**src/hw/rtl/stsm_pkg.sv**
```systemverilog
`timescale 1ns / 1ps
// Package for the sorted timer slot manager: command and status codes,
// transfer payload structs and the chain operation struct. No dependencies.
package stsm_pkg;

  localparam int unsigned SLOTS_DEF = 16;
  localparam int unsigned MAX_FIRE  = 16;
  localparam int unsigned FIRE_W    = $clog2(MAX_FIRE);

  typedef enum logic [2:0] {
    CMD_ALLOC  = 3'd0,
    CMD_FREE   = 3'd1,
    CMD_TAG    = 3'd2,
    CMD_ARM    = 3'd3,
    CMD_CANCEL = 3'd4,
    CMD_TICK   = 3'd5
  } cmd_e;

  localparam logic [1:0] RS_OK        = 2'd0;
  localparam logic [1:0] RS_NO_SLOT   = 2'd1;
  localparam logic [1:0] RS_NOT_ARMED = 2'd2;

  localparam logic [1:0] ST_FREE  = 2'd0;
  localparam logic [1:0] ST_ALLOC = 2'd1;
  localparam logic [1:0] ST_ARMED = 2'd2;

  typedef struct packed {
    logic [2:0]  command;
    logic [3:0]  slot;
    logic [31:0] delay_ticks;
    logic [7:0]  tag;
  } in_t;

  typedef struct packed {
    logic [1:0]  status;
    logic [3:0]  slot_out;
    logic        fired;
    logic [7:0]  tag_out;
    logic [31:0] earliest_deadline;
    logic        last;
  } out_t;

  typedef struct packed {
    logic [1:0] status;
    logic [3:0] slot_out;
    logic       fired;
    logic [7:0] tag_out;
  } res_t;

  typedef struct packed {
    logic insert;
    logic remove;
    logic pop;
  } chain_op_t;

endpackage

```
**src/hw/rtl/sorted_timer_slot_manager.sv**
```systemverilog
`timescale 1ns / 1ps
// Sorted timer slot manager: command sequencer over a chain of stsm_cell.
// Steps: allocate, free, set tag and cancel go through the result buffer to the output
// register; arm unlinks, then inserts; tick pops each due timer, then emits the results.
// One command in flight; results leave one per cycle, while the output is not stalled, from a result buffer.
// Reset (async, active low): tick count zero, all slots free, chain empty.
module sorted_timer_slot_manager #(
  parameter int unsigned Slots = stsm_pkg::SLOTS_DEF
) (
  input  logic          clk_i,
  input  logic          rst_ni,
  input  logic          in_valid_i,
  output logic          in_ready_o,
  input  stsm_pkg::in_t in_i,
  output logic          out_valid_o,
  input  logic          out_ready_i,
  output stsm_pkg::out_t out_o
);
  import stsm_pkg::*;

  localparam int unsigned SlotW = $clog2(Slots);

  localparam logic [1:0] S_IDLE = 2'd0;
  localparam logic [1:0] S_INS  = 2'd1;
  localparam logic [1:0] S_POP  = 2'd2;
  localparam logic [1:0] S_EMIT = 2'd3;

  logic [1:0]        state_q, state_d;
  logic [31:0]       count_q, count_d;
  logic [1:0]        status_q [Slots];
  logic [1:0]        status_d [Slots];
  logic [FIRE_W:0]   nf_q, nf_d;
  logic [FIRE_W:0]   idx_q, idx_d;
  logic [FIRE_W:0]   nres_q, nres_d;
  logic              out_valid_q, out_valid_d;
  logic [7:0]        tag_q [Slots];
  res_t              buf_q [MAX_FIRE];
  logic [SlotW-1:0]  key_q;
  logic [31:0]       dl_q;
  out_t              out_q;

  chain_op_t         op;
  logic [SlotW-1:0]  key;
  logic              buf_we, tag_we, arm_ld, out_ld;
  logic [FIRE_W-1:0] buf_wix;
  res_t              buf_wd;

  logic [Slots-1:0]  cv, cb, ch;
  logic [SlotW-1:0]  cs [Slots];
  logic [31:0]       cd [Slots];

  logic              slot_ok, armed, free_found, head_due, last;
  logic [SlotW-1:0]  slot_ix, free_ix;
  logic [31:0]       earliest;

  for (genvar i = 0; i < Slots; i++) begin : g_cell
    logic             lv, lb, lh, rv;
    logic [SlotW-1:0] ls, rs;
    logic [31:0]      ld, rd;
    if (i == 0) begin : g_first
      assign lv = 1'b0;
      assign ls = '0;
      assign ld = '0;
      assign lb = 1'b0;
      assign lh = 1'b0;
    end else begin : g_mid
      assign lv = cv[i-1];
      assign ls = cs[i-1];
      assign ld = cd[i-1];
      assign lb = cb[i-1];
      assign lh = ch[i-1];
    end
    if (i == Slots - 1) begin : g_end
      assign rv = 1'b0;
      assign rs = '0;
      assign rd = '0;
    end else begin : g_inner
      assign rv = cv[i+1];
      assign rs = cs[i+1];
      assign rd = cd[i+1];
    end
    stsm_cell #(.SlotW(SlotW)) u_cell (
      .clk_i,
      .rst_ni,
      .op_i         (op),
      .key_i        (key),
      .dl_i         (dl_q),
      .left_valid_i (lv),
      .left_slot_i  (ls),
      .left_dl_i    (ld),
      .left_before_i(lb),
      .left_hit_i   (lh),
      .right_valid_i(rv),
      .right_slot_i (rs),
      .right_dl_i   (rd),
      .valid_o      (cv[i]),
      .slot_o       (cs[i]),
      .dl_o         (cd[i]),
      .before_o     (cb[i]),
      .hit_o        (ch[i])
    );
  end

  assign slot_ok  = (32'(in_i.slot) < Slots);
  assign slot_ix  = SlotW'(in_i.slot);
  assign armed    = slot_ok && (status_q[slot_ix] == ST_ARMED);
  assign head_due = cv[0] && (cd[0] <= count_q);
  assign earliest = cv[0] ? cd[0] : 32'hFFFF_FFFF;
  assign last     = (idx_q == (nres_q - 1'b1));

  always_comb begin
    free_found = 1'b0;
    free_ix    = '0;
    for (int i = Slots - 1; i >= 0; i--) begin
      if (status_q[i] == ST_FREE) begin
        free_found = 1'b1;
        free_ix    = SlotW'(i);
      end
    end
  end

  always_comb begin
    state_d     = state_q;
    count_d     = count_q;
    status_d    = status_q;
    nf_d        = nf_q;
    idx_d       = idx_q;
    nres_d      = nres_q;
    out_valid_d = out_valid_q;
    op          = '0;
    key         = slot_ix;
    buf_we      = 1'b0;
    buf_wix     = nf_q[FIRE_W-1:0];
    buf_wd      = '0;
    tag_we      = 1'b0;
    arm_ld      = 1'b0;
    out_ld      = 1'b0;
    if (out_valid_q && out_ready_i) begin
      out_valid_d = 1'b0;
    end
    unique case (state_q)
      S_IDLE: begin
        if (in_valid_i) begin
          buf_we  = 1'b1;
          buf_wix = '0;
          nres_d  = (FIRE_W+1)'(1);
          idx_d   = '0;
          state_d = S_EMIT;
          case (cmd_e'(in_i.command))
            CMD_ALLOC: begin
              if (free_found) begin
                status_d[free_ix] = ST_ALLOC;
                buf_wd.slot_out   = 4'(free_ix);
              end else begin
                buf_wd.status = RS_NO_SLOT;
              end
            end
            CMD_FREE: begin
              if (slot_ok) begin
                op.remove         = armed;
                status_d[slot_ix] = ST_FREE;
              end
            end
            CMD_TAG: begin
              tag_we = slot_ok;
            end
            CMD_ARM: begin
              if (slot_ok) begin
                op.remove = armed;
                arm_ld    = 1'b1;
                state_d   = S_INS;
              end
            end
            CMD_CANCEL: begin
              if (armed) begin
                op.remove         = 1'b1;
                status_d[slot_ix] = ST_ALLOC;
              end else begin
                buf_wd.status = RS_NOT_ARMED;
              end
            end
            CMD_TICK: begin
              buf_we  = 1'b0;
              count_d = count_q + 32'd1;
              nf_d    = '0;
              state_d = S_POP;
            end
            default: ;
          endcase
        end
      end
      S_INS: begin
        op.insert       = 1'b1;
        key             = key_q;
        status_d[key_q] = ST_ARMED;
        state_d         = S_EMIT;
      end
      S_POP: begin
        if (head_due && (nf_q < (FIRE_W+1)'(MAX_FIRE))) begin
          op.pop            = 1'b1;
          buf_we            = 1'b1;
          buf_wd.slot_out   = 4'(cs[0]);
          buf_wd.fired      = 1'b1;
          buf_wd.tag_out    = tag_q[cs[0]];
          status_d[cs[0]]   = ST_ALLOC;
          nf_d              = nf_q + 1'b1;
        end else begin
          if (nf_q == '0) begin
            buf_we  = 1'b1;
            buf_wix = '0;
            nres_d  = (FIRE_W+1)'(1);
          end else begin
            nres_d = nf_q;
          end
          idx_d   = '0;
          state_d = S_EMIT;
        end
      end
      S_EMIT: begin
        if (!out_valid_q || out_ready_i) begin
          out_ld      = 1'b1;
          out_valid_d = 1'b1;
          idx_d       = idx_q + 1'b1;
          if (last) begin
            state_d = S_IDLE;
          end
        end
      end
      default: state_d = S_IDLE;
    endcase
  end

  always_ff @(posedge clk_i or negedge rst_ni) begin
    if (!rst_ni) begin
      state_q     <= S_IDLE;
      count_q     <= '0;
      nf_q        <= '0;
      idx_q       <= '0;
      nres_q      <= '0;
      out_valid_q <= 1'b0;
      for (int i = 0; i < Slots; i++) begin
        status_q[i] <= ST_FREE;
      end
    end else begin
      state_q     <= state_d;
      count_q     <= count_d;
      nf_q        <= nf_d;
      idx_q       <= idx_d;
      nres_q      <= nres_d;
      out_valid_q <= out_valid_d;
      status_q    <= status_d;
    end
  end

  always_ff @(posedge clk_i) begin
    if (tag_we) begin
      tag_q[slot_ix] <= in_i.tag;
    end
    if (buf_we) begin
      buf_q[buf_wix] <= buf_wd;
    end
    if (arm_ld) begin
      key_q <= slot_ix;
      dl_q  <= in_i.delay_ticks + count_q;
    end
    if (out_ld) begin
      out_q.status            <= buf_q[idx_q[FIRE_W-1:0]].status;
      out_q.slot_out          <= buf_q[idx_q[FIRE_W-1:0]].slot_out;
      out_q.fired             <= buf_q[idx_q[FIRE_W-1:0]].fired;
      out_q.tag_out           <= buf_q[idx_q[FIRE_W-1:0]].tag_out;
      out_q.earliest_deadline <= earliest;
      out_q.last              <= last;
    end
  end

  assign in_ready_o  = (state_q == S_IDLE);
  assign out_valid_o = out_valid_q;
  assign out_o       = out_q;

`ifndef SYNTHESIS
  a_accept_leaves_idle: assert property (@(posedge clk_i) disable iff (!rst_ni)
    (in_valid_i && in_ready_o) |=> !in_ready_o) else $error("idle after transfer");
  a_chain_packed: assert property (@(posedge clk_i) disable iff (!rst_ni)
    $onehot0(cv ^ (cv >> 1))) else $error("chain has a gap");
  a_fire_ok: assert property (@(posedge clk_i) disable iff (!rst_ni)
    (out_valid_o && out_o.fired) |-> (out_o.status == RS_OK)) else $error("fire status");
  a_pop_due: assert property (@(posedge clk_i) disable iff (!rst_ni)
    op.pop |-> head_due) else $error("pop of a timer not due");
`endif

endmodule

```
**src/hw/rtl/stsm_cell.sv**
```systemverilog
`timescale 1ns / 1ps
// One cell of the deadline-ordered timer chain: holds one armed timer and
// shifts toward either neighbor on insert, remove and pop. Uses stsm_pkg.
module stsm_cell #(
  parameter int unsigned SlotW = 4
) (
  input  logic               clk_i,
  input  logic               rst_ni,
  input  stsm_pkg::chain_op_t op_i,
  input  logic [SlotW-1:0]   key_i,
  input  logic [31:0]        dl_i,
  input  logic               left_valid_i,
  input  logic [SlotW-1:0]   left_slot_i,
  input  logic [31:0]        left_dl_i,
  input  logic               left_before_i,
  input  logic               left_hit_i,
  input  logic               right_valid_i,
  input  logic [SlotW-1:0]   right_slot_i,
  input  logic [31:0]        right_dl_i,
  output logic               valid_o,
  output logic [SlotW-1:0]   slot_o,
  output logic [31:0]        dl_o,
  output logic               before_o,
  output logic               hit_o
);
  import stsm_pkg::*;

  logic             valid_q, valid_d;
  logic [SlotW-1:0] slot_q, slot_d;
  logic [31:0]      dl_q, dl_d;

  assign before_o = !valid_q || (dl_i <= dl_q);
  assign hit_o    = left_hit_i || (valid_q && (slot_q == key_i));

  always_comb begin
    valid_d = valid_q;
    slot_d  = slot_q;
    dl_d    = dl_q;
    priority if (op_i.pop || (op_i.remove && hit_o)) begin
      valid_d = right_valid_i;
      slot_d  = right_slot_i;
      dl_d    = right_dl_i;
    end else if (op_i.insert && left_before_i) begin
      valid_d = left_valid_i;
      slot_d  = left_slot_i;
      dl_d    = left_dl_i;
    end else if (op_i.insert && before_o) begin
      valid_d = 1'b1;
      slot_d  = key_i;
      dl_d    = dl_i;
    end else begin
      valid_d = valid_q;
      slot_d  = slot_q;
      dl_d    = dl_q;
    end
  end

  always_ff @(posedge clk_i or negedge rst_ni) begin
    if (!rst_ni) begin
      valid_q <= 1'b0;
    end else begin
      valid_q <= valid_d;
    end
  end

  always_ff @(posedge clk_i) begin
    slot_q <= slot_d;
    dl_q   <= dl_d;
  end

  assign valid_o = valid_q;
  assign slot_o  = slot_q;
  assign dl_o    = dl_q;

endmodule

```
**config.mk**
```make
export PLATFORM = sky130hd
export DESIGN_NAME = sorted_timer_slot_manager
export DESIGN_NICKNAME = d
export VERILOG_FILES = /design/src/hw/rtl/stsm_pkg.sv /design/src/hw/rtl/sorted_timer_slot_manager.sv /design/src/hw/rtl/stsm_cell.sv
export SDC_FILE = /design/constraint.sdc
export NUM_CORES = 2
export LEC_CHECK = 0
export ABC_CLOCK_PERIOD_IN_PS = 4400
export BUFFER_PORTS_ARGS = -buffer_cell sky130_fd_sc_hd__clkbuf_2
export CAP_MARGIN = 20
export CELL_PAD_IN_SITES_DETAIL_PLACEMENT = 1
export CELL_PAD_IN_SITES_GLOBAL_PLACEMENT = 1
export CORE_MARGIN = 2
export CORE_UTILIZATION = 47
export CTS_CLUSTER_DIAMETER = 50
export DETAILED_ROUTE_END_ITERATION = 8
export PLACE_DENSITY_LB_ADDON = 0.1
export SLEW_MARGIN = 20
export SYNTH_ARGS = -nofsm -noshare
export SYNTH_HDL_FRONTEND = slang
export SYNTH_SLANG_ARGS = --single-unit
```
**constraint.sdc**
```tcl
create_clock -name clk_i -period 4.4 [get_ports clk_i]
set_input_delay 0.44 -clock clk_i [delete_from_list [all_inputs] [get_ports clk_i]]
set_output_delay 0.44 -clock clk_i [all_outputs]
set_load 0.02 [all_outputs]
```
Word-level counts from Yosys, hierarchy flattened
Memories as Yosys holds them, arrays and structs flattened. A register that Yosys moved wholly into a read port is not among the register bits.
Cells that the tools add are included.

word-level totals
  bits of input ports = 51
  bits in writable memories = 368
  bits in registers = 743
  memories = 2
  output and inout bits = 50

memories
  name   words  width  rd ports  clocked after Yosys merged registers in  write ports  line                             RTL
  buf_q  16     15     1         1                                        1            sorted_timer_slot_manager.sv:37  res_t buf_q [MAX_FIRE];
  tag_q  16     8      1         1                                        1            sorted_timer_slot_manager.sv:36  logic [7:0] tag_q [Slots];

operators by class
  $lt $le $gt $ge = 26
  reductions and logical operators = 166
  eq/ne operators = 35
  multiplexer cells = 249
  $add $sub $neg = 5
  bitwise logic cells = 18

operators by type and width
  kind                                                        number
  two-way mux 32 bit                                          50
  <= comparator 32 bit                                        17
  two-way mux 4 bit                                           69
  case mux 32 bit (3 select lines)                            2
  two-way mux 1 bit                                           89
  bitwise AND 16 bit                                          4
  equality test 4 bit                                         16
  NOT 16 bit                                                  4
  bitwise OR 16 bit                                           4
  logical AND 1 bit                                           55
  nonzero test 3 bit                                          17
  logical OR 1 bit                                            48
  two-way mux 5 bit                                           9
  zero test 2 bit                                             17
  adder 32 x 1 -> 32 bit, second input constant               1
  adder 32 bit                                                1
  bitwise AND 32 bit                                          1
  demux 2 bit (select 4 bit)                                  4
  NOT 32 bit                                                  1
  two-way mux 2 bit                                           12
  greater-or-equal comparator 5 bit, second input constant    4
  less-than comparator 5 x 1 -> 1 bit, second input constant  4
  NOT 4 -> 5 bit                                              4
  case mux 5 bit (2 select lines)                             2
  30 further kinds                                            64

Depth between registers and ports, before layout
  word-level depth = 28
  depth in mapped cells = 16
  mapped depth without buffers = 12

By module
A second synthesis with hierarchy kept.

second synthesis, totals
  cell total of the unflattened synthesis = 6,308
  area, all modules = 70,084.7 sq um

by module, submodules not included
  module                             area each (sq um)  cells each  times used
  stsm_cell at g_cell[0].u_cell ...  2,827.7            286         12
  sorted_timer_slot_manager          24,851.3           1,732       1
  stsm_cell at g_cell[6].u_cell ...  2,825.2            286         4

Worst setup path after synthesis
Ideal clock, no wire load.

  kind = flip-flop to flip-flop
  from = register state_q[1]
  to = register g_cell[13].u_cell.dl_q[0] (enable)
  setup slack = 1 ps
  cell stages (with the launch flop) = 16
  data required time = 3,805 ps
  arrival = 3,804 ps
  path through = dfrtp_1 inv_1 ha_1 buf_2 mux2i_1 buf_2 xnor2_1 nor3_1 nand3_1 nand4_1 o31ai_2 nand4_4 nor2_1 buf_2 buf_2 nand3b_1

on the way
  word-level cells in the longest chain between the ends = 20

ends and longest elaborated chain
  element                         line                              RTL
  start, declared                 sorted_timer_slot_manager.sv:28   logic [1:0] state_q, state_d;
  start signal, assigned          sorted_timer_slot_manager.sv:245  state_q <= state_d;
  equality test 2 x 1 -> 1 bit    sorted_timer_slot_manager.sv:141  unique case (state_q)
  two-way mux 4 bit               sorted_timer_slot_manager.sv:141
  equality test 4 bit             stsm_cell.sv:33                   assign hit_o = left_hit_i || (valid_q && (slot_q == key_i));
  logical AND 1 bit               stsm_cell.sv:33
  logical OR 1 bit (13 in a row)  stsm_cell.sv:33
  logical AND 1 bit               stsm_cell.sv:39                   priority if (op_i.pop || (op_i.remove && hit_o)) begin
  logical OR 1 bit                stsm_cell.sv:39
  nonzero test 3 bit (no line) *  --
  end signal, assigned            stsm_cell.sv:68                   dl_q <= dl_d;
  end, declared                   stsm_cell.sv:30                   logic [31:0] dl_q, dl_d;

Mark *: on every way between the ends. The rest lies on a longest branch, timed or not.
A chain may end at the register's enable or synchronous reset.

Final worst setup path
  from = register count_q[12]
  to = register dl_q[31], data pin

on the way
  word-level cells in the longest chain between the ends = 1

ends and longest elaborated chain
  element                 line                              RTL
  start, declared         sorted_timer_slot_manager.sv:29   logic [31:0] count_q, count_d;
  start signal, assigned  sorted_timer_slot_manager.sv:246  count_q <= count_d;
  adder 32 bit            sorted_timer_slot_manager.sv:264  dl_q <= in_i.delay_ticks + count_q;
  end signal, assigned    sorted_timer_slot_manager.sv:264
  end, declared           sorted_timer_slot_manager.sv:39   logic [31:0] dl_q;

Every way passes these cells.

==> key figures <==
Run status
  – Status: finished clean

Flow run
  – Max cap viols: 0

Synthesis
  – Xor/xnor share of the synthesized area: around 1.6%
  – Distinct cell type count of the synthesized netlist: 96
  – Mapped Avg Cell Area: about 11 um^2
  – Largest family of logic cells by synthesized area: compound AO/OA/AOI/OAI gates
  – Multiplexer area fraction after synthesis: 11.8%
  – Post-synthesis instance total: 6343
  – Syn Nets: around 7k
  – Syn. warnings: 0
  – Ys async rst share: 8.67%
  – Simple-Gate Fraction of Synth Area: 9.88%
  – Mapped cell area: ~69000 um^2
  – Post-synthesis sequential area ratio: 47.8%
  – Number of synthesized flops with an enable pin: roughly 1000
  – Synth Register Bits: 1130
  – Top cells by count, synth: edfxtp_1 (992), inv_1 (595), ha_1 (586)
  – Synth Flop Type: edfxtp_1
  – Yosys top cell area share: between 40% and 50%
  – Main area contributors after synthesis: edfxtp_1 (43%), ha_1 (11%), mux2i_1 (6.6%), mux4_2 (3.8%), dfrtp_1 (3.5%)
  – Post-Synth Adder-Cell Area: 10.6%
  – Post-synthesis compound-gate area fraction: 12.8%
  – Area leader, netlist: edfxtp_1
  – Most numerous cell in the Yosys netlist: edfxtp_1

Global route
  – GRT Residual Overflow: 0
  – First-pass GRT wire length: approximately 350000 um
  – Vias in the first global route: 54.5k
  – Tot GR Track Use: a little under a third
  – Largest net degree at the start of global routing: 78
  – Initial antenna violation count: 13

Clock tree
  – Clock buffer depth: 3
  – Clock sinks: roughly 1.1k
  – CTS root buf: clkbuf_16
  – TritonCTS Buffers: 156
  – Reg clk slew, reported paths: 0.06 ns
  – Clk_lat worst skew: about 0.83 ns
  – TritonCTS clock tree: yes
  – H-Tree Depth: 4

Worst hold path
  – Min-delay worst type: input pin to flip-flop

Place
  – DP Wirelength: 176000 um
  – GP Congestion: 0.919
  – Port Buf Inserts: 100

Worst setup path
  – Critical path fanouts, max: 6
  – CP cell instances: ha_1, nand2_1, nor2_2, or4b_2, a311oi_2, o21ai_0, a21boi_0, nor2b_1, o221ai_1, xnor2_1
  – Setup crit end kind: flip-flop
  – CP startpoint kind: flip-flop
  – CP max-delay cell: or4b_2
  – CP arrival: around 4.7 ns
  – WS Path Type: flip-flop to flip-flop
  – CP max stage delay: 0.72 ns
  – CP Data Required Time: about 4.9 ns

Floorplanning
  – Starting Density: 47.4%
  – FP Rows: 140
  – Core ar.: 146000 um^2
  – Die Ht: 388 um
  – Die Width: 388 um
  – Die Area: 150000 um^2
  – Io pins: between 100 and 150

Layout
  – Share of cells above drive strength 1: between 10% and 20%
  – P&R area growth vs syn: 14.9%
  – Fin nets: 7190
  – Fin util: a little over half
  – Fill cells: 15.4k

Drt
  – Initial DRT Pass Iterations: 6
  – Routed Antenna Nets: 0
  – Final wirelength: 235000 um
  – Avg Vias per Cell: 6.13
  – DRC: 0
  – Initial DRC count: 4670
  – Wire per inst: 27.3 um
  – Via count: 52.7k

Power
  – Power per cell area: a little under 800 nW/um^2
  – Static leakage: 32.6 nW
  – Maximum vdd ir drop: 0.422 mV
  – Tot Pwr: just over 0.06 W

STA
  – RSZ-0062 raised after global routing: false
  – Final setup violation count: 0
  – Min Hold Slack: 0.0597 ns
  – Crit path time final: 4.19 ns
  – Pins Over Slew Limit: 0
  – Least-Margin Pin Slew: 1.08 ns
  – Slew margin rel.: 27.9%
  – F_max: 239 MHz
  – Clk_skew: 0.0776 ns
  – Final period util: 95.2%
  – Final hold vios: 0
==> repair_timing <==
item	CTS	global route
hold buffers	2	0
pin swaps	0	0
endpoints found under the setup margin	1	1
gates resized for setup	1	1
buffers inserted	0	0
hold endpoints to repair	48	0
==> where the power goes <==
part,switching [W],internal (W),total (W)
Combinational,0.0166,0.0106,0.0272
Sequential,0.00372,0.0179,0.0216
Clock,0.00536,0.00780,0.0132
Total,0.0257,0.0363,0.0620
==> per-stage QoR <==
| step | instance area [um^2] | setup slack [ns] | instances | TNS, ns |
|---|---|---|---|---|
| final | 79500 | 0.211 | 8606 | 0 |
| after global routing | 79500 | 0.0198 | 8604 | 0 |
| after CTS | 79400 | 0.143 | 8600 | 0 |
| after detailed placement | 74000 | -0.219 | 8309 | -0.281 |
| after global placement | 74000 | -0.244 | 8309 | -0.357 |
| after floorplan | 69100 | 0.000809 | 6343 | 0 |
==> cells by family (layout without fill, tap and decap cells) <==
logic type	after synthesis	count (layout)
buffers and inverters	963	1303
adder cells (fa/ha/maj)	587	587
AO/OA/AOI/OAI	1398	1398
AND/OR/NAND/NOR	1480	1480
flip-flops	1130	1130
multiplexers	659	659
XOR/XNOR	126	126
other	0	6
==> flip-flops by register name, summed over array words and instances, names as in the netlist, 16 cells and up, named ones only <==
name / flops
g_cell.u_cell.slot_o: 64
g_cell.u_cell.dl_o: 512
out_o: 48
tag_q: 128
dl_q: 32
count_q: 32
status_q: 32
buf_q: 240
g_cell.u_cell.valid_o: 16
==> final timing paths <==
path	from	endpoint	slack, ns	cells after the start
hold / removal	in_i[4]	tag_q[12][4]	0.06	1
max in group asynchronous	rst_ni	status_q[23]	3.14	3
min in group asynchronous	rst_ni	nres_q[1]	0.26	2
hold reg to reg	g_cell[15].u_cell.dl_o[13]	g_cell[15].u_cell.dl_o[13]	0.51	2
setup reg to reg	count_q[12]	dl_q[31]	0.21	10
setup / recovery	count_q[12]	dl_q[31]	0.21	10
==> cell usage in the layout (no fill, tap or decap), types with 20 or more instances in the layout <==
cell type / synthesis / final
a211oi_1: 27 / 26
a21o_1: 154 / 153
a21oi_1: 425 / 424
a221oi_1: 45 / 45
a221oi_2: 25 / 25
a22o_1: 24 / 23
a31oi_1: 62 / 60
and2_1: 21 / 20
buf_12: 0 / 62
buf_4: 12 / 254
clkbuf_1: 259 / 26
clkbuf_16: 0 / 157
clkbuf_2: 0 / 99
clkinv_2: 0 / 22
dfrtp_1: 98 / 96
dfxtp_1: 40 / 39
edfxtp_1: 992 / 992
ha_1: 586 / 585
inv_1: 595 / 594
mux2_2: 82 / 82
mux2i_1: 458 / 457
mux4_2: 116 / 116
nand2_1: 497 / 496
nand2b_1: 33 / 33
nand3_1: 87 / 83
nand4_1: 117 / 117
nor2_1: 419 / 415
nor2b_1: 47 / 47
nor3_1: 139 / 138
o211ai_1: 28 / 28
o21a_1: 35 / 35
o21ai_0: 386 / 386
o22ai_1: 21 / 20
o31ai_1: 23 / 23
xnor2_1: 114 / 114
==> layout make-up <==
| class | count | area, um^2 | area share [%] |
|---|---|---|---|
| repair buffers | 417 | 3660 | 4.61 |
| flip-flops and latches | 1130 | 33000 | 41.6 |
| multi-input cells | 4250 | 32600 | 41.1 |
| clock buffers | 195 | 4190 | 5.27 |
| clock inverters | 94 | 1270 | 1.60 |
| well taps | 1917 | 2400 | 3.02 |
| inverters | 597 | 2240 | 2.82 |
| diodes | 6 | 15.0 | 0.0189 |
==> routing by layer <==
layer | global-route usage, % | vias to the layer above | wire length, um
li1 | - | 23849 | -
met1 | 43.3 | 26785 | 105000
met2 | 47.8 | 1681 | 105000
met3 | 5.59 | 428 | 15500
met4 | 11.4 | 6 | 8760
met5 | 0 | - | 48
==> critical path: cells and delay by family (launching register included) <==
kind / cells / cell delay (ns)
AND/OR/NAND/NOR: 4 / 1.35
AO/OA/AOI/OAI: 4 / 1.27
XOR/XNOR: 1 / 0.46
flip-flops: 1 / 0.41
adder cells (fa/ha/maj): 1 / 0.41
Power figures use the tool's default switching activity.
